==> config.mk <==
export PLATFORM = sky130hd
export DESIGN_NAME = upstream_registration_fsm_core
export DESIGN_NICKNAME = d
export VERILOG_FILES = /design/src/urfsm_pkg.sv /design/src/upstream_registration_fsm_core.sv
export SDC_FILE = /design/constraint.sdc
export NUM_CORES = 1
export LEC_CHECK = 0
export BUFFER_PORTS_ARGS = -buffer_cell sky130_fd_sc_hd__buf_4
export CAP_MARGIN = 20
export CORE_UTILIZATION = 25
export CTS_CLUSTER_SIZE = 20
export DETAILED_ROUTE_END_ITERATION = 6
export HOLD_SLACK_MARGIN = 0.15
export PLACE_DENSITY = 0.52
export SLEW_MARGIN = 10
export SYNTH_ARGS = -nofsm -noshare
export SYNTH_HDL_FRONTEND = slang
export SYNTH_SLANG_ARGS = --single-unit
export TNS_END_PERCENT = 10
==> constraint.sdc <==
create_clock -name clk -period 15.6 [get_ports clk]
set_input_delay 1.56 -clock clk [delete_from_list [all_inputs] [get_ports clk]]
set_output_delay 1.56 -clock clk [all_outputs]
set_load 0.005 [all_outputs]
==> src/urfsm_pkg.sv <==
// shared types, field layout and constants for the upstream registration client
`default_nettype none

package urfsm_pkg;

    // timestamp width, elapsed time is taken modulo 2^TIME_BITS
    localparam int TIME_BITS = 32;
    localparam int LIMIT_W   = 32;
    localparam int CMP_W     = (TIME_BITS > LIMIT_W) ? TIME_BITS : LIMIT_W;

    localparam int ID_W      = 32;
    localparam int STRATUM_W = 8;
    localparam int SIGNAL_W  = 9;
    localparam int STATUS_W  = 8;
    localparam int SLOT_W    = 8;
    localparam int TIMEMS_W  = 32;
    localparam int RETRY_W   = 8;
    localparam int CFG_W     = 32;
    localparam int CFG_IDX_W = 3;

    typedef logic [TIME_BITS-1:0] stamp_t;

    typedef enum logic [1:0] {
        MODE_SCANNING    = 2'd0,
        MODE_REGISTERING = 2'd1,
        MODE_REGISTERED  = 2'd2,
        MODE_STANDALONE  = 2'd3
    } mode_t;

    typedef enum logic [1:0] {
        OP_BEACON   = 2'd0,
        OP_RESPONSE = 2'd1,
        OP_TICK     = 2'd2,
        OP_SUB_SENT = 2'd3
    } opcode_t;

    // configuration register indexes
    localparam logic [CFG_IDX_W-1:0] REG_OWN_NODE_ID       = 3'd0;
    localparam logic [CFG_IDX_W-1:0] REG_SCAN_TIMEOUT      = 3'd1;
    localparam logic [CFG_IDX_W-1:0] REG_RESPONSE_TIMEOUT  = 3'd2;
    localparam logic [CFG_IDX_W-1:0] REG_PEER_LOSS_TIMEOUT = 3'd3;
    localparam logic [CFG_IDX_W-1:0] REG_RETRY_LIMIT       = 3'd4;
    localparam logic [CFG_IDX_W-1:0] REG_ACCEPT_STATUS     = 3'd5;

    // register reset values
    localparam logic [ID_W-1:0]     OWN_NODE_ID_RST       = 32'd0;
    localparam logic [LIMIT_W-1:0]  SCAN_TIMEOUT_RST      = 32'd10000;
    localparam logic [LIMIT_W-1:0]  RESPONSE_TIMEOUT_RST  = 32'd2000;
    localparam logic [LIMIT_W-1:0]  PEER_LOSS_TIMEOUT_RST = 32'd30000;
    localparam logic [RETRY_W-1:0]  RETRY_LIMIT_RST       = 8'd3;
    localparam logic [STATUS_W-1:0] ACCEPT_STATUS_RST     = 8'd0;

    localparam logic [STRATUM_W-1:0] STRATUM_UNKNOWN = 8'hFF;
    localparam logic [STRATUM_W-1:0] STRATUM_MAX     = 8'd254;
    localparam logic [STRATUM_W-1:0] STRATUM_ROOT    = 8'd0;
    localparam logic [SLOT_W-1:0]    SLOT_NONE       = 8'hFF;
    localparam logic [SIGNAL_W-1:0]  SIGNAL_FLOOR    = 9'h100;
    localparam logic [ID_W-1:0]      PEER_NONE       = 32'd0;

    // input word layout
    localparam int IN_USER_W     = 2;
    localparam int IN_DATA_W     = 104;
    localparam int IN_ID_LSB     = 0;
    localparam int IN_STRAT_LSB  = 32;
    localparam int IN_SIG_LSB    = 40;
    localparam int IN_OPEN_LSB   = 49;
    localparam int IN_STATUS_LSB = 50;
    localparam int IN_SLOT_LSB   = 58;
    localparam int IN_TIME_LSB   = 66;

    // result word, send_request in the lowest bit
    typedef struct packed {
        logic                 ready_res;
        logic [SIGNAL_W-1:0]  peer_signal;
        logic [ID_W-1:0]      peer_node;
        logic [SLOT_W-1:0]    current_slot;
        logic [STRATUM_W-1:0] advertised_stratum;
        mode_t                mode;
        logic                 send_request;
    } result_t;

    localparam int RESULT_W   = $bits(result_t);
    localparam int OUT_DATA_W = 64;

endpackage

`default_nettype wire

==> src/upstream_registration_fsm_core.sv <==
// upstream registration client: event-driven four-state machine with one result per word
`default_nettype none

// Registers a mesh gateway with an upstream stratum-0 root. Every input word
// is one event (beacon, registration response, tick, subscription sent),
// selected by s_tuser. The event and the current state go through one pass
// of compare-and-update logic; the new state is written back and the result
// word lands in an output register in the same clock, so a word appears on
// the m_ side the cycle after it is taken. One word per clock is accepted;
// the limit is the single state update path (a 32-bit elapsed-time subtract
// and compare, or the signal strength compare, per event). The output
// register decouples the two sides: a new word is taken whenever the output
// register is empty or is being drained in the same cycle. Configuration
// writes take effect on the next clock and are meant to be done while idle.
module upstream_registration_fsm_core (
    input  wire logic                              clk,
    input  wire logic                              rst_n,
    // configuration write port
    input  wire logic                              cfg_we,
    input  wire logic [urfsm_pkg::CFG_IDX_W-1:0]   cfg_index,
    input  wire logic [urfsm_pkg::CFG_W-1:0]       cfg_data,
    // event stream in
    input  wire logic                              s_tvalid,
    output logic                                   s_tready,
    // fields from bit 0: opcode
    input  wire logic [urfsm_pkg::IN_USER_W-1:0]   s_tuser,
    // fields from bit 0: sender_id, peer_stratum, signal_dbm, window_open,
    // reply_status, granted_slot, time_ms, zero fill
    input  wire logic [urfsm_pkg::IN_DATA_W-1:0]   s_tdata,
    // result stream out
    output logic                                   m_tvalid,
    input  wire logic                              m_tready,
    // fields from bit 0: send_request, mode, advertised_stratum, current_slot,
    // peer_node, peer_signal, ready_res, zero fill
    output logic [urfsm_pkg::OUT_DATA_W-1:0]       m_tdata
);
    import urfsm_pkg::*;

    // configuration
    logic [ID_W-1:0]     own_node_id_reg;
    logic [LIMIT_W-1:0]  scan_timeout_reg;
    logic [LIMIT_W-1:0]  response_timeout_reg;
    logic [LIMIT_W-1:0]  peer_loss_timeout_reg;
    logic [RETRY_W-1:0]  retry_limit_reg;
    logic [STATUS_W-1:0] accept_status_reg;

    // machine state
    mode_t                mode_reg, mode_next;
    stamp_t               scan_began_reg, scan_began_next;
    stamp_t               request_sent_reg, request_sent_next;
    stamp_t               peer_heard_reg, peer_heard_next;
    logic [RETRY_W-1:0]   retries_reg, retries_next;
    logic [ID_W-1:0]      peer_reg, peer_next;
    logic [SIGNAL_W-1:0]  signal_reg, signal_next;
    logic [SLOT_W-1:0]    slot_reg, slot_next;
    logic [STRATUM_W-1:0] stratum_reg, stratum_next;
    logic                 tx_pending_reg, tx_pending_next;
    logic                 send_next;

    // output register
    logic    out_valid_reg;
    result_t result_reg, result_next;

    // event fields
    opcode_t              op;
    logic [ID_W-1:0]      ev_id;
    logic [STRATUM_W-1:0] ev_strat;
    logic [SIGNAL_W-1:0]  ev_sig;
    logic                 ev_open;
    logic [STATUS_W-1:0]  ev_status;
    logic [SLOT_W-1:0]    ev_slot;
    stamp_t               now;
    logic                 accept;
    logic                 take_beacon;

    function automatic logic elapsed(stamp_t now_t, stamp_t then_t,
                                     logic [LIMIT_W-1:0] limit);
        stamp_t diff;
        diff = now_t - then_t;
        return CMP_W'(diff) >= CMP_W'(limit);
    endfunction

    assign op        = opcode_t'(s_tuser);
    assign ev_id     = s_tdata[IN_ID_LSB +: ID_W];
    assign ev_strat  = s_tdata[IN_STRAT_LSB +: STRATUM_W];
    assign ev_sig    = s_tdata[IN_SIG_LSB +: SIGNAL_W];
    assign ev_open   = s_tdata[IN_OPEN_LSB];
    assign ev_status = s_tdata[IN_STATUS_LSB +: STATUS_W];
    assign ev_slot   = s_tdata[IN_SLOT_LSB +: SLOT_W];
    assign now       = TIME_BITS'(s_tdata[IN_TIME_LSB +: TIMEMS_W]);

    // take a word when the result slot is free or drains this cycle
    assign s_tready = !out_valid_reg || m_tready;
    assign accept   = s_tvalid && s_tready;

    // while scanning, an empty slot or a strictly stronger signal wins
    assign take_beacon = (peer_reg == PEER_NONE) ||
                         ($signed(ev_sig) > $signed(signal_reg));

    // configuration writes, unknown indexes ignored
    always_ff @(posedge clk or negedge rst_n)
    begin
        if (!rst_n)
        begin
            own_node_id_reg       <= OWN_NODE_ID_RST;
            scan_timeout_reg      <= SCAN_TIMEOUT_RST;
            response_timeout_reg  <= RESPONSE_TIMEOUT_RST;
            peer_loss_timeout_reg <= PEER_LOSS_TIMEOUT_RST;
            retry_limit_reg       <= RETRY_LIMIT_RST;
            accept_status_reg     <= ACCEPT_STATUS_RST;
        end
        else if (cfg_we)
        begin
            case (cfg_index)
                REG_OWN_NODE_ID:       own_node_id_reg       <= cfg_data[ID_W-1:0];
                REG_SCAN_TIMEOUT:      scan_timeout_reg      <= cfg_data[LIMIT_W-1:0];
                REG_RESPONSE_TIMEOUT:  response_timeout_reg  <= cfg_data[LIMIT_W-1:0];
                REG_PEER_LOSS_TIMEOUT: peer_loss_timeout_reg <= cfg_data[LIMIT_W-1:0];
                REG_RETRY_LIMIT:       retry_limit_reg       <= cfg_data[RETRY_W-1:0];
                REG_ACCEPT_STATUS:     accept_status_reg     <= cfg_data[STATUS_W-1:0];
                default:               ;
            endcase
        end
    end

    // next state for one event
    always_comb
    begin
        mode_next         = mode_reg;
        scan_began_next   = scan_began_reg;
        request_sent_next = request_sent_reg;
        peer_heard_next   = peer_heard_reg;
        retries_next      = retries_reg;
        peer_next         = peer_reg;
        signal_next       = signal_reg;
        slot_next         = slot_reg;
        stratum_next      = stratum_reg;
        tx_pending_next   = tx_pending_reg;
        send_next         = 1'b0;

        case (op)
            OP_BEACON:
            begin
                // only stratum-0 roots count
                if (ev_strat == STRATUM_ROOT)
                begin
                    case (mode_reg)
                        MODE_SCANNING:
                        begin
                            if (take_beacon)
                            begin
                                peer_next   = ev_id;
                                signal_next = ev_sig;
                            end
                            peer_heard_next = now;
                            if (ev_open && (take_beacon || peer_reg == ev_id))
                                tx_pending_next = 1'b1;
                        end
                        MODE_REGISTERING:
                        begin
                            if (ev_id == peer_reg)
                            begin
                                signal_next     = ev_sig;
                                peer_heard_next = now;
                                if (ev_open)
                                    tx_pending_next = 1'b1;
                            end
                        end
                        MODE_REGISTERED:
                        begin
                            if (ev_id == peer_reg)
                            begin
                                signal_next     = ev_sig;
                                peer_heard_next = now;
                            end
                        end
                        default:
                        begin
                            // standalone yields to a lower-id root with an open window
                            if (ev_id < own_node_id_reg && ev_open)
                            begin
                                mode_next       = MODE_SCANNING;
                                scan_began_next = now;
                                retries_next    = '0;
                                stratum_next    = STRATUM_UNKNOWN;
                                peer_next       = ev_id;
                                signal_next     = ev_sig;
                                peer_heard_next = now;
                                tx_pending_next = 1'b1;
                            end
                        end
                    endcase
                end
            end
            OP_RESPONSE:
            begin
                if (mode_reg == MODE_REGISTERING)
                begin
                    if (ev_status == accept_status_reg)
                    begin
                        mode_next       = MODE_REGISTERED;
                        slot_next       = ev_slot;
                        stratum_next    = (ev_strat < STRATUM_MAX) ?
                                          ev_strat + 8'd1 : STRATUM_MAX;
                        peer_heard_next = now;
                    end
                    else
                    begin
                        mode_next       = MODE_SCANNING;
                        scan_began_next = now;
                        peer_next       = PEER_NONE;
                        retries_next    = '0;
                        tx_pending_next = 1'b0;
                        stratum_next    = STRATUM_UNKNOWN;
                    end
                end
            end
            OP_TICK:
            begin
                case (mode_reg)
                    MODE_SCANNING:
                    begin
                        if (tx_pending_reg)
                            send_next = 1'b1;
                        else if (elapsed(now, scan_began_reg, scan_timeout_reg))
                        begin
                            mode_next    = MODE_STANDALONE;
                            stratum_next = STRATUM_ROOT;
                        end
                    end
                    MODE_REGISTERING:
                    begin
                        if (tx_pending_reg)
                            send_next = 1'b1;
                        else if (elapsed(now, request_sent_reg, response_timeout_reg))
                        begin
                            if (retries_reg < retry_limit_reg)
                            begin
                                retries_next    = retries_reg + 8'd1;
                                tx_pending_next = 1'b1;
                                send_next       = 1'b1;
                            end
                            else
                            begin
                                mode_next       = MODE_SCANNING;
                                scan_began_next = now;
                                peer_next       = PEER_NONE;
                                retries_next    = '0;
                                tx_pending_next = 1'b0;
                                stratum_next    = STRATUM_UNKNOWN;
                            end
                        end
                    end
                    MODE_REGISTERED:
                    begin
                        // upstream gone quiet
                        if (elapsed(now, peer_heard_reg, peer_loss_timeout_reg))
                        begin
                            mode_next       = MODE_SCANNING;
                            scan_began_next = now;
                            peer_next       = PEER_NONE;
                            retries_next    = '0;
                            tx_pending_next = 1'b0;
                            stratum_next    = STRATUM_UNKNOWN;
                        end
                    end
                    default: ;
                endcase
            end
            default:
            begin
                // subscription sent
                request_sent_next = now;
                tx_pending_next   = 1'b0;
                if (mode_reg == MODE_SCANNING)
                    mode_next = MODE_REGISTERING;
            end
        endcase
    end

    // result word from the updated state
    always_comb
    begin
        result_next.send_request       = send_next;
        result_next.mode               = mode_next;
        result_next.advertised_stratum = stratum_next;
        result_next.current_slot       = (mode_next == MODE_REGISTERED) ? slot_next : SLOT_NONE;
        result_next.peer_node          = peer_next;
        result_next.peer_signal        = signal_next;
        result_next.ready_res          = (mode_next == MODE_REGISTERED) ||
                                         (mode_next == MODE_STANDALONE);
    end

    // state update on each accepted word
    always_ff @(posedge clk or negedge rst_n)
    begin
        if (!rst_n)
        begin
            mode_reg         <= MODE_SCANNING;
            scan_began_reg   <= '0;
            request_sent_reg <= '0;
            peer_heard_reg   <= '0;
            retries_reg      <= '0;
            peer_reg         <= PEER_NONE;
            signal_reg       <= SIGNAL_FLOOR;
            slot_reg         <= SLOT_NONE;
            stratum_reg      <= STRATUM_UNKNOWN;
            tx_pending_reg   <= 1'b0;
        end
        else if (accept)
        begin
            mode_reg         <= mode_next;
            scan_began_reg   <= scan_began_next;
            request_sent_reg <= request_sent_next;
            peer_heard_reg   <= peer_heard_next;
            retries_reg      <= retries_next;
            peer_reg         <= peer_next;
            signal_reg       <= signal_next;
            slot_reg         <= slot_next;
            stratum_reg      <= stratum_next;
            tx_pending_reg   <= tx_pending_next;
        end
    end

    // output valid
    always_ff @(posedge clk or negedge rst_n)
    begin
        if (!rst_n)
            out_valid_reg <= 1'b0;
        else if (accept)
            out_valid_reg <= 1'b1;
        else if (m_tready)
            out_valid_reg <= 1'b0;
    end

    // output payload
    always_ff @(posedge clk)
    begin
        if (accept)
            result_reg <= result_next;
    end

    assign m_tvalid = out_valid_reg;
    assign m_tdata  = OUT_DATA_W'(result_reg);

endmodule

`default_nettype wire

Yosys cells after proc, flatten, opt, wreduce, memory -nomap -nowiden
Cells that the tools add are included.
W data, S select, Z words.

cells by class
  add/subtract/negate cells = 5
  order comparisons = 7
  eq/ne operators = 32
  multiplexer cells = 95
  bitwise logic cells = 1
  reductions and logical operators = 30

operators by type and width
  kind                   number
  $mux W32               22
  $pmux W32 S2           5
  $mux W8                24
  $pmux W32 S3           2
  $ge A32 B32 Y1         3
  $sub A32 B32 Y32       3
  $pmux W8 S3            3
  $eq A32 B32 Y1         2
  $mux W9                5
  $logic_not A32 Y1      1
  $lt A32 B32 Y1         1
  $mux W2                12
  $ne A3 B3 Y1 const B   8
  $reduce_and A11 Y1     2
  $pmux W9 S2            1
  $add A8 B1 Y8 const B  2
  $pmux W8 S2            1
  $mux W1                14
  $ne A2 B2 Y1 const B   7
  $reduce_and A2 Y1      7
  $pmux W2 S3            2
  $reduce_and A12 Y1     1
  $gt A9 B9 Y1           1
  $eq A2 B2 Y1 const B   4
  other kinds (23)       37

storage, ports and cells
  register bits after elaboration = 370
  input port bits = 146
  output and inout bits = 66
  logic and storage cells = 194

Depth between registers and ports, before layout
Gate-level depths: netlist of run 1.

  depth after elaboration = 8
  depth in mapped cells = 27
  depth with buffers taken out = 25

Least setup slack after synthesis of run 1
OpenSTA, ideal clock, no wires.

  path type = input -> register
  start point = input s_tdata[66] (netlist name)
  end point = register retries_reg[6]
  setup time = 92 ps
  arrival time = 6857 ps
  required time = 15508 ps
  path slack = 8652 ps
  stages on the path = 25
  path buffers = 2
  cells stage by stage = inv_1 > ha_1 > inv_1 > fa_1 > a21o_1 > a311o_1 > o21ai_0 > o211a_1 > o211a_1 > o31ai_1 > a21o_1 > a41oi_1 > o21ba_2 > xnor2_1 > ha_1 > nand4_1 > or3_1 > or3_1 > o31ai_1 > a21boi_0 > or4b_1 > buf_2 > or2_1 > buf_2 > o31ai_2

between the ends
  cells in the longest elaborated chain, start to end = 4
  elaborated cells between the ends (all ways) = 7
  those cells by class = add/sub (2); order compare (2); eq/ne (2); reduce/logical (1)

ends and longest elaborated chain
  element                           line                                   source
  start: declaration                upstream_registration_fsm_core.sv:29   input wire logic [urfsm_pkg::IN_DATA_W-1:0] s_tdata,
  $sub A32 B32 Y32                  upstream_registration_fsm_core.sv:79   diff = now_t - then_t;
  $ge A32 B32 Y1                    upstream_registration_fsm_core.sv:80   return CMP_W'(diff) >= CMP_W'(limit);
  $ne A3 B3 Y1 (no line)            -
  $reduce_and A11 Y1 (no line) (*)  -
  end signal: assignment            upstream_registration_fsm_core.sv:316  retries_reg <= retries_next;
  end: declaration                  upstream_registration_fsm_core.sv:52   logic [RETRY_W-1:0] retries_reg, retries_next;

Mark *: on every way between the ends. The rest lies on a longest branch, timed or not.
A chain may end at the register's enable or synchronous reset.

Final worst setup path of run 1
  start point = input s_tdata[66] (netlist name)
  end point = register result_reg, in the netlist m_tdata[17] (data pin)

between the ends
  cells in the longest elaborated chain, start to end = 7
  elaborated cells between the ends (all ways) = 14
  those cells by class = add/sub (3); order compare (3); eq/ne (1); mux (7)

ends and longest elaborated chain
  element                            line                                                                          source
  $sub A32 B32 Y32                   upstream_registration_fsm_core.sv:79
  $ge A32 B32 Y1                     upstream_registration_fsm_core.sv:80
  $mux W2, on equally long branches  upstream_registration_fsm_core.sv:235, upstream_registration_fsm_core.sv:225
  $mux W2, on equally long branches  upstream_registration_fsm_core.sv:233, upstream_registration_fsm_core.sv:223
  $pmux W2 S3 (*)                    upstream_registration_fsm_core.sv:220                                         case (mode_reg)
  $pmux W2 S3 (*)                    upstream_registration_fsm_core.sv:141                                         case (op)
  $eq A2 B2 Y1 (*)                   upstream_registration_fsm_core.sv:287                                         result_next.current_slot = (mode_next == MODE_REGISTERED) ? slot_next : SLOT_NONE;
  end signal: assignment             upstream_registration_fsm_core.sv:340                                         result_reg <= result_next;
  end: declaration                   upstream_registration_fsm_core.sv:62                                          result_t result_reg, result_next;

Marked as above.

==> metrics.txt, run 1 <==
YS warnings 0; Fin Setup TNS 0 ns; Max Cap Viol 0; Crit Path Class in2reg; RSZ-0062 raised after global routing false; Die Span X slightly above 300 um; EDFF count, synth slightly above 60; vias in the first global route 17600; FP Rows 112; drt first pass iters 7; Hold Path Class reg2reg; PortBufs roughly 200; Worst EP arrival between 8 and 9 ns; remaining global-route overflow 0; CORE AREA 93200 um2; final instance area between 20000 and 30000 um2; CTS tree done; clk slew on worst S/H paths about 0.06 ns; Max Freq around 130 MHz; clock buffer depth 3; Max VDD drop 0.0000799 V; share of layout cells above drive strength 1 17.1%; clock root buffer clkbuf_16; leading area contributor after synthesis dfrtp_1; Lkg Pwr 12.7 nW; antenna violations before repair 9; Final Max Slew Viols 0; routed via count roughly 18000; Avg Synthesized Cell Area 9.64 um2; fin nets 3030; CTS Buf Count 44; Post-CTS Setup Inserts 0; Area Overhead vs Synth 19.2%; CTS H-tree depth 2; pwr dens approximately 160 nW/um2; Hold Buf Count CTS 0; Largest register FFs 61; post-cts sizing count 0; Yosys reg bits 370; Synth top area share between 20% and 30%; Mapped Cells between 2000 and 2500; Routed WL about 67 mm; measured slew at the worst slew-check pin roughly 1.1 ns; per-cell routed wire length around 17 um; first-pass GRT wire length approximately 100 mm; Critical Path Fanout Max 10; Final Skew ~0.030 ns; Tmin final approximately 8.0 ns; Startpoint Class primary input; die height about 310 um; RePlAce Congestion roughly 0.84; remaining antenna violation count 0; Starting DRT DRC Count ~1200; status finished, violations left; Synth top cells by count 273 x inv_1, 272 x dfrtp_1, 245 x ha_1; Initial Util between 20% and 30%; Async S/R FF share, synth a little over four fifths; largest net degree at the start of global routing 75; CP Capture Type flip-flop; post-synth cell types 80; crit share post-route between 50 and 60%; reg-to-reg slack, setup ~8.6 ns; placed cell area between 20000 and 30000 um2; Finish-stage setup viols 0; Hold Fails Final Rpt 0; die area 95200 um2; Total GRT Usage around 14%; largest cells by area after synthesis dfrtp_1 29%, ha_1 13%, edfxtp_1 7.8%; Critical Path RT 15.87 ns; # DRC 2; Mapped Area around 23000 um2; relative slew slack around 29%; failing checks design-rule violations; via-per-instance ratio 4.61; DP HPWL about 52 mm; top_reg_cell synth dfrtp_1; most common cell in the synthesized netlist inv_1; Clock Latency Late Sink roughly 0.59 ns; clock sink total 370; register area share after synthesis approximately 41%; Ports approximately 210
[area by class of cell]
cell class	instances	area [um2]
antenna	3	7.51
timing repair buffer	220	1660
inverter	274	1030
clock buffer	66	1320
tap	1254	1570
sequential	370	9610
clock inverter	16	181
fill	9676	65200
multi-input combinational	1726	12600
[stage by stage]
step	instances	power, mW	hold WS [ns]	util (%)	setup WS, ns
2_1_floorplan	2438	2.81	0.454	-	8.65
3_3_place_gp	3844	3.37	0.471	28.4	6.99
3_5_place_dp	3844	3.40	0.481	28.4	7.00
4_1_cts	3926	4.50	0.495	30.0	7.59
5_1_grt	3928	4.85	0.509	30.1	7.24
6_report	3929	4.43	0.489	30.1	7.65
[worst paths after layout]
check,start,cells after the start,endpoint
hold / removal,scan_began_reg[11],1,scan_began_reg[11]
setup / recovery,s_tdata[66],24,m_tdata[17]
hold reg to reg,scan_began_reg[11],1,scan_began_reg[11]
setup reg to reg,request_sent_reg[0],22,m_tdata[17]
max in group asynchronous,rst_n,3,signal_reg[7]
min in group asynchronous,rst_n,1,scan_began_reg[1]
[worst max-delay path: stages]
cell     delay [ns]
buf_4          0.12
inv_1          0.13
ha_1           0.19
inv_1          0.05
fa_1           0.40
a21o_1         0.22
a311o_1        0.37
o21ai_0        0.24
o211a_1        0.32
o211a_1        0.22
o31ai_1        0.08
a21o_1         0.20
a41oi_1        0.22
o21ba_2        0.16
xnor2_1        0.06
ha_1           0.30
nand4_1        0.15
or3_1          0.44
or3_1          0.40
o31ai_1        0.88
a31oi_1        0.36
o211a_1        0.32
o21ai_1        0.62
nand3_1        0.18
[where the power goes]
part	switching, mW	internal [mW]	leakage [nW]	total (mW)
Sequential	0.0787	1.20	4.33	1.28
Combinational	1.19	0.899	7.69	2.09
Clock	0.432	0.635	0.730	1.07
[kinds of logic (layout without fill, tap and decap cells)]
kind of cell	count (synthesis)	in the layout	synth area share, %
muxes	127	127	6.04
DFF	370	370	40.9
AOI/OAI and AO/OA	693	693	19.0
and+or+nand+nor	530	530	10.6
xor gates and xnor gates	125	125	4.66
buffers and inverters	342	576	5.52
adders and majority gates	248	248	13.3
other	1	6	0.0160
[routing by layer]
| metal | vias to the layer above | GRT usage [%] | part of all wire, % |
|---|---|---|---|
| met5 | - | 0 | 0.11 |
| met2 | 361 | 23.0 | 46 |
| li1 | 9095 | - | - |
| met4 | 14 | 3.83 | 2.3 |
| met3 | 95 | 2.90 | 5.0 |
| met1 | 8531 | 19.2 | 47 |
[cells in the final DEF (no fill, tap or decap), types with 10 or more instances in the layout]
cell type  instances
inv_1            273
dfrtp_1          272
ha_1             245
buf_4            219
o21ai_0          211
nand2_1          203
a21oi_1          150
nor2_1           117
mux2_2           110
a21o_1            72
xnor2_1           68
a22o_1            68
edfxtp_1          61
xor2_1            57
clkbuf_16         46
nand3_1           39
dfstp_2           37
nand4_1           36
nand2b_1          22
o21a_1            22
nor2b_1           20
nor4_1            20
nor3_1            19
a211oi_1          19
o211ai_1          15
o21ai_1           15
and3_1            13
a31oi_1           12
o31ai_1           11
clkbuf_1          11
o21bai_1          10
o22ai_1           10
Power figures use the tool's default switching activity.
==> inputs of run 2 (changes only) <==
--- a/config.mk
+++ b/config.mk
@@ -5,6 +5,7 @@
 export SDC_FILE = /design/constraint.sdc
 export NUM_CORES = 1
 export LEC_CHECK = 0
+export ABC_AREA = 1
 export BUFFER_PORTS_ARGS = -buffer_cell sky130_fd_sc_hd__buf_4
 export CAP_MARGIN = 20
 export CORE_UTILIZATION = 25
==> constraint.sdc (replaced) <==
create_clock -name clk -period 8 [get_ports clk]
set_input_delay 0.8 -clock clk [delete_from_list [all_inputs] [get_ports clk]]
set_output_delay 0.8 -clock clk [all_outputs]
set_load 0.005 [all_outputs]
==> run 2 against run 1 <==
  * The flow now finishes without violations
  * First-iteration DRC count up 24%
  * Synthesized cell count increased by 43%
  * Largest cell class unchanged
  * Clock power increased by 90%
  * Worst hold slack got worse by 0.25 ns
  * Largest power group unchanged
  * Cell count rose by 29%
  * Via count is 26% higher
  * Routed wire length increased by 22%
  * Sequential power increased by 100%
  * Clock skew is 0.0092 ns higher
  * Cell area rose by 8.3%
==> metrics.txt, run 2 <==
Worst EP arrival 6.01 ns (was 8.22 ns); Max VDD drop 0.000153 V (was 0.0000799 V); CTS H-tree depth 2 (unchanged); Clock power frac 21.9% (was 24.1%); Starting DRT DRC Count 1529 (was 1236); Worst R2R Path Depth 26 (was 22); RePlAce Congestion 0.875 (was 0.840); Mapped Area 26000 um2 (was 23500 um2); relative slew slack 29.4% (was 29.1%); vias in the first global route 21700 (was 17600); die height 324 um (was 309 um); RSZ-0062 raised after global routing false (unchanged); register area share after synthesis 37.0% (was 40.9%); post-synth cell types 63 (was 80); antenna violations before repair 4 (was 9); Fin Setup TNS 0 ns (unchanged); DP HPWL 63.6 mm (was 52.3 mm); Final Skew 0.0388 ns (was 0.0296 ns); fin nets 4051 (was 3030); leading area contributor after synthesis dfrtp_1 (unchanged); Hold Path Class in2async (was reg2reg); Async S/R FF share, synth 83.5% (unchanged); CTS Buf Count 45 (was 44); clk slew on worst S/H paths 0.07 ns (was 0.06 ns); Lkg Pwr 15.0 nW (was 12.7 nW); YS warnings 0 (unchanged); top_reg_cell synth dfrtp_1 (unchanged); Ports 212 (unchanged); largest cells by area after synthesis dfrtp_1 26%, nand2_1 15%, ha_1 12% (was dfrtp_1 29%, ha_1 13%, edfxtp_1 7.8%); Hold WS 0.235 ns (was 0.489 ns); PortBufs 202 (unchanged); clock buffer depth 3 (unchanged); measured slew at the worst slew-check pin 1.05 ns (about the same); Initial Util 25.4% (was 25.2%); worst r2r dst scan_began_reg[8] (was m_tdata[17]); Startpoint Class flip-flop (was primary input); Largest register FFs 61 (unchanged); die area 105000 um2 (was 95200 um2); remaining antenna violation count 0 (unchanged); Critical Path Fanout Max 64 (was 10); Crit Path Class reg2reg (was in2reg); commonest non-fill, non-tap cell in the layout nand2_1 (was inv_1); Clock Latency Late Sink 0.61 ns (was 0.59 ns); Hold Fails Final Rpt 0 (unchanged); status complete, no violations (was finished, violations left); per-cell routed wire length 16.3 um (was 17.2 um); largest net degree at the start of global routing 148 (was 75); pwr dens 306 nW/um2 (was 158 nW/um2); Seq pwr share 28.0% (was 28.8%); Total GRT Usage 15.5% (was 14.2%); beginning of the critical path peer_heard_reg[17] (was s_tdata[66]); Avg Synthesized Cell Area 7.44 um2 (was 9.64 um2); Tmin final 5.57 ns; most common cell in the synthesized netlist nand2_1 (was inv_1); P_int 5.20 mW (was 2.73 mW); switching power 4.07 mW (was 1.70 mW); Post-CTS Setup Inserts 0 (unchanged); placed cell count 4976 (was 3844); Synth top cells by count 1048 x nand2_1, 480 x inv_1, 272 x dfrtp_1 (was 273 x inv_1, 272 x dfrtp_1, 245 x ha_1); RR Startpoint peer_heard_reg[17] (was request_sent_reg[0]); FP Rows 117 (was 112); Synth top area share 26.2% (was 29.0%); sw frac 43.9% (was 38.3%); via-per-instance ratio 4.51 (was 4.61); routed via count 22800 (was 18100); reg-to-reg slack, setup 2.43 ns (was 8.56 ns); EDFF count, synth 61 (unchanged); post-cts sizing count 0 (unchanged); Yosys reg bits 370 (unchanged); most frequent cells in the layout 1044 x nand2_1, 479 x inv_1, 272 x dfrtp_1 (was 273 x inv_1, 272 x dfrtp_1, 245 x ha_1); share of layout cells above drive strength 1 10.8% (was 17.1%); final std cells w/o fill 5064 (was 3929); Area Overhead vs Synth 16.8% (was 19.2%); Final Max Slew Viols 0 (unchanged); # DRC 0 (was 2); crit share post-route a little over two thirds; Finish-stage setup viols 0 (unchanged); clock sink total 370 (unchanged); Mapped Cells 3492 (was 2436); combinational power share 50.1% (was 47.1%); CORE AREA 102000 um2 (was 93200 um2); Max Cap Viol 0 (unchanged); Max Freq 179 MHz; clock root buffer clkbuf_16 (unchanged); drt first pass iters 5 (was 7); Routed WL 82.5 mm (was 67.5 mm); first-pass GRT wire length 126 mm (was 105 mm); CP Capture Type flip-flop (unchanged); remaining global-route overflow 0 (unchanged); Critical Path RT 8.44 ns (was 15.87 ns); Hold Buf Count CTS 0 (unchanged); CTS tree done (unchanged); Die Span X 324 um (was 309 um); Pwr Total 9.27 mW (was 4.43 mW)
## run 2: cell types whose count changed after synthesis, moves of 62 or more
cell / before / now
nand2_1: 203 / 1048
mux2_2: 110 / 0
a21oi_1: 151 / 229
o21ai_1: 16 / 86
a22o_1: 68 / 0
nand3_1: 40 / 113
inv_1: 273 / 480
a21o_1: 72 / 10
## run 2: worst max-delay path: stages, from the launching register on
cell      delay, ns
dfrtp_1        0.39
inv_1          0.06
ha_1           0.35
nand2_1        0.13
inv_1          0.07
nand2_1        0.06
nor3_1         0.26
nand4_1        0.14
nand3_1        0.21
nand2_1        0.08
o211ai_1       0.15
nand2_1        0.14
a31oi_1        0.22
xor2_1         0.24
inv_1          0.08
ha_1           0.28
nand2_1        0.06
nor2_1         0.14
nand4_1        0.17
nor2_1         0.21
nand4_1        0.28
nand4_1        0.25
nor2_1         0.07
nor2_2         0.27
nand3_4        0.63
nand2_1        0.25
o21ai_1        0.09
## run 2: cell families (layout without fill, tap and decap cells)
family | count (synthesis) | after routing | synth area share, %
other | 1 | 6 | 0.0144
muxes | 8 | 8 | 0.308
AOI/OAI and AO/OA | 688 | 688 | 14.4
and+or+nand+nor | 1471 | 1471 | 23.3
buffers and inverters | 589 | 788 | 8.97
xor gates and xnor gates | 117 | 117 | 3.95
adders and majority gates | 248 | 248 | 12.0
DFF | 370 | 370 | 37.0
## run 2: routing by layer
metal | routed length [um] | up-vias | GRT usage [%]
met5 | 17 | - | 0
met4 | 1670 | 4 | 3.53
met3 | 4280 | 98 | 2.29
met2 | 37300 | 484 | 25.2
met1 | 39300 | 10600 | 21.4
li1 | - | 11600 | -
## run 2: worst max-delay path by stage
stage / depth (start not counted) / slack (ns) / to
after floorplan: 28 / 3.58 / m_tdata[11]
after global placement: 26 / 1.87 / scan_began_reg[1]
after detailed placement: 25 / 1.78 / scan_began_reg[15]
after global routing: 25 / 1.93 / scan_began_reg[3]
after CTS: 25 / 2.29 / scan_began_reg[15]
final: 26 / 2.43 / scan_began_reg[8]
## run 2: area by class of cell
class | count | area [um2]
fill | 11000 | 72000
clock buffer | 59 | 1220
multi-input combinational | 2535 | 14100
timing repair buffer | 217 | 1670
clock inverter | 24 | 214
sequential | 370 | 9610
antenna | 3 | 7.51
inverter | 488 | 1830
tap | 1368 | 1710
## run 2: through the flow
step | utilization (%) | setup slack [ns] | instance area (um2)
final | 29.6 | 2.43 | 30300
after global routing | 29.6 | 1.93 | 30300
after CTS | 29.6 | 2.29 | 30300
after detailed placement | 28.2 | 1.78 | 28900
after global placement | 28.2 | 1.87 | 28900
after floorplan | - | 3.58 | 26000
## run 2: power by group through the flow
stage | sequential [mW] | combinational (mW) | clock (mW)
after global routing | 2.65 | 5.31 | 2.16
after CTS | 2.59 | 4.66 | 2.10
after detailed placement | 2.62 | 4.64 | 0
after global placement | 2.61 | 4.57 | 0
final | 2.59 | 4.64 | 2.03
after floorplan | 2.56 | 3.30 | 0
==> inputs of run 3 (changes only) <==
--- a/config.mk
+++ b/config.mk
@@ -12,7 +12,7 @@
 export CTS_CLUSTER_SIZE = 20
 export DETAILED_ROUTE_END_ITERATION = 6
 export HOLD_SLACK_MARGIN = 0.15
-export PLACE_DENSITY = 0.52
+export PLACE_DENSITY = 0.53
 export SLEW_MARGIN = 10
 export SYNTH_ARGS = -nofsm -noshare
 export SYNTH_HDL_FRONTEND = slang
==> constraint.sdc (replaced) <==
create_clock -name clk -period 4.85 [get_ports clk]
set_input_delay 0.485 -clock clk [delete_from_list [all_inputs] [get_ports clk]]
set_output_delay 0.485 -clock clk [all_outputs]
set_load 0.005 [all_outputs]
==> run 3 against run 2 <==
  * Routed wire length up 4.2%
  * Register-to-register slack worse by 2.1 ns
  * Via count increased by 2.8%
  * Critical path depth up 1
  * Sequential share of layout area is 1.4 points lower
  * Count of clock-buffer cells in the layout increased by 5
  * Utilization up 1.4 points
  * Critical path type unchanged
  * Largest cell class unchanged
  * Highest routed layer is now met4
==> metrics.txt, run 3 (synthesis gave the netlist of run 2 again) <==
vias in the first global route 22500 (was 21700); remaining antenna violation count 0 (unchanged); CP Capture Type flip-flop (unchanged); Lkg Pwr 15.8 nW (was 15.0 nW); Post-Route Utilization 31.0% (was 29.6%); Die Span X 324 um (unchanged); via-per-instance ratio 4.52 (was 4.51); Critical Path Fanout Max 9 (was 64); crit share post-route 93.8% (was 69.6%); Startpoint Class flip-flop (unchanged); largest net degree at the start of global routing 88 (was 148); placed cell count 5098 (was 4976); Pwr Total 16.3 mW (was 9.27 mW); Area Overhead vs Synth 22.2% (was 16.8%); clock buffer depth 3 (unchanged); Worst EP arrival 4.89 ns (was 6.01 ns); Hold WS 0.204 ns (was 0.235 ns); Max Freq 220 MHz (was 179 MHz); Routed WL 86.1 mm (was 82.5 mm); clock sink total 370 (unchanged); Max VDD drop 0.000304 V (was 0.000153 V); pwr dens 513 nW/um2 (was 306 nW/um2); RePlAce Congestion 0.886 (was 0.875); worst r2r dst m_tdata[18] (was scan_began_reg[8]); Worst R2R Path Depth 27 (was 26); FP Rows 117 (unchanged); Tmin final 4.55 ns (was 5.57 ns); Initial Util 25.4% (unchanged); share of layout cells above drive strength 1 14.2% (was 10.8%); Ports 212 (unchanged); die area 105000 um2 (unchanged); routed via count 23500 (was 22800); CORE AREA 102000 um2 (unchanged); RR Startpoint request_sent_reg[19] (was peer_heard_reg[17]); CP Capture Point m_tdata[18] (was scan_began_reg[8]); final std cells w/o fill 5198 (was 5064); Finish-stage setup viols 0 (unchanged); Hold Fails Final Rpt 0 (unchanged); worst-path cell with the longest stage delay nor4_1 (was nand3_4); drt first pass iters 7 (was 5); crit-path max cell delay 0.37 ns (was 0.63 ns); Crit Path Class reg2reg (unchanged); remaining global-route overflow 0 (unchanged); # DRC 0 (unchanged); WP depth 27 (was 26); worst path bufs/invs 5 (was 3); Clock Latency Late Sink 0.61 ns (about the same); CTS tree done (unchanged); Critical Path RT 5.19 ns (was 8.44 ns); Total GRT Usage 15.9% (was 15.5%); PortBufs 202 (unchanged); status complete, no violations (unchanged); per-cell routed wire length 16.6 um (was 16.3 um); crit-path leading delay family simple AND/OR/NAND/NOR gates (unchanged); die height 324 um (unchanged); DP HPWL 65.4 mm (was 63.6 mm); most frequent cells in the layout 1044 x nand2_1, 479 x inv_1, 330 x buf_4 (was 1044 x nand2_1, 479 x inv_1, 272 x dfrtp_1); clock root buffer clkbuf_16 (unchanged); CTS Buf Count 46 (was 45); Final Max Slew Viols 0 (unchanged); Max Cap Viol 0 (unchanged); measured slew at the worst slew-check pin 0.926 ns (was 1.05 ns); first-pass GRT wire length 130 mm (was 126 mm); Largest register FFs 61 (unchanged); commonest non-fill, non-tap cell in the layout nand2_1 (unchanged); antenna violations before repair 2 (was 4); clk slew on worst S/H paths 0.06 ns (was 0.07 ns); fin nets 4185 (was 4051); reg-to-reg slack, setup 0.30 ns (was 2.43 ns); Final Skew 0.0224 ns (was 0.0388 ns); beginning of the critical path request_sent_reg[19] (was peer_heard_reg[17]); Most common cell on crit path nand2_1 (unchanged); Hold Path Class in2reg (was in2async); relative slew slack 38.0% (was 29.4%); Starting DRT DRC Count 1598 (was 1529); RSZ-0062 raised after global routing true (was false); CTS H-tree depth 2 (unchanged)
-- run 3: where the power goes --
group / switching, mW / internal [mW] / total (mW)
Combinational: 4.96 / 3.33 / 8.29
Clock: 1.50 / 2.18 / 3.68
Sequential: 0.417 / 3.89 / 4.31
-- run 3: how the worst min path moves through the flow --
| stage | cells after the start | startpoint | slack (ns) | end |
|---|---|---|---|---|
| 3_3_place_gp | 2 | signal_reg[8] | 0.46 | signal_reg[8] |
| 5_1_grt | 3 | s_tdata[61] | 0.20 | m_tdata[14] |
| 6_report | 3 | s_tdata[85] | 0.20 | peer_heard_reg[19] |
| 3_5_place_dp | 2 | signal_reg[8] | 0.46 | signal_reg[8] |
| 2_1_floorplan | 0 | rst_n | 0.19 | accept_status_reg[0] |
| 4_1_cts | 3 | s_tdata[63] | 0.17 | slot_reg[5] |
-- run 3: tightest hold or removal path: stages --
cell     delay [ns]
buf_4          0.13
inv_1          0.08
o21ai_1        0.07
-- run 3: repair_timing --
action	in CTS	in global routing
endpoints found under the setup margin	0	124
resized for setup	0	16
endpoints found under the hold margin	63	0
hold buffers	2	0
buffers inserted	0	2
-- run 3: area by class of cell --
class	count	area [um2]
multi-input combinational	2535	14100
clock buffer	64	1350
antenna	2	5.00
fill	11000	70600
timing repair buffer	350	2850
inverter	488	1830
tap	1368	1710
clock inverter	21	254
sequential	370	9610
-- run 3: layer usage --
metal | up-vias | global-route usage [%] | part of all wire (%)
li1 | 11900 | - | -
met5 | - | 0 | 0
met1 | 10900 | 22.4 | 48
met4 | 0 | 3.89 | 2.1
met2 | 523 | 25.7 | 45
met3 | 96 | 2.12 | 4.8
-- run 3: stage by stage --
stage | cell area [um2] | setup TNS, ns | setup slack (ns)
global placement | 29800 | -4.17 | -0.106
global route | 31700 | -0.0149 | -0.0149
finish | 31700 | 0 | 0.300
detailed placement | 29800 | -2.63 | -0.148
CTS | 31500 | 0 | 0.0856
floorplan | 26000 | 0 | 0.747
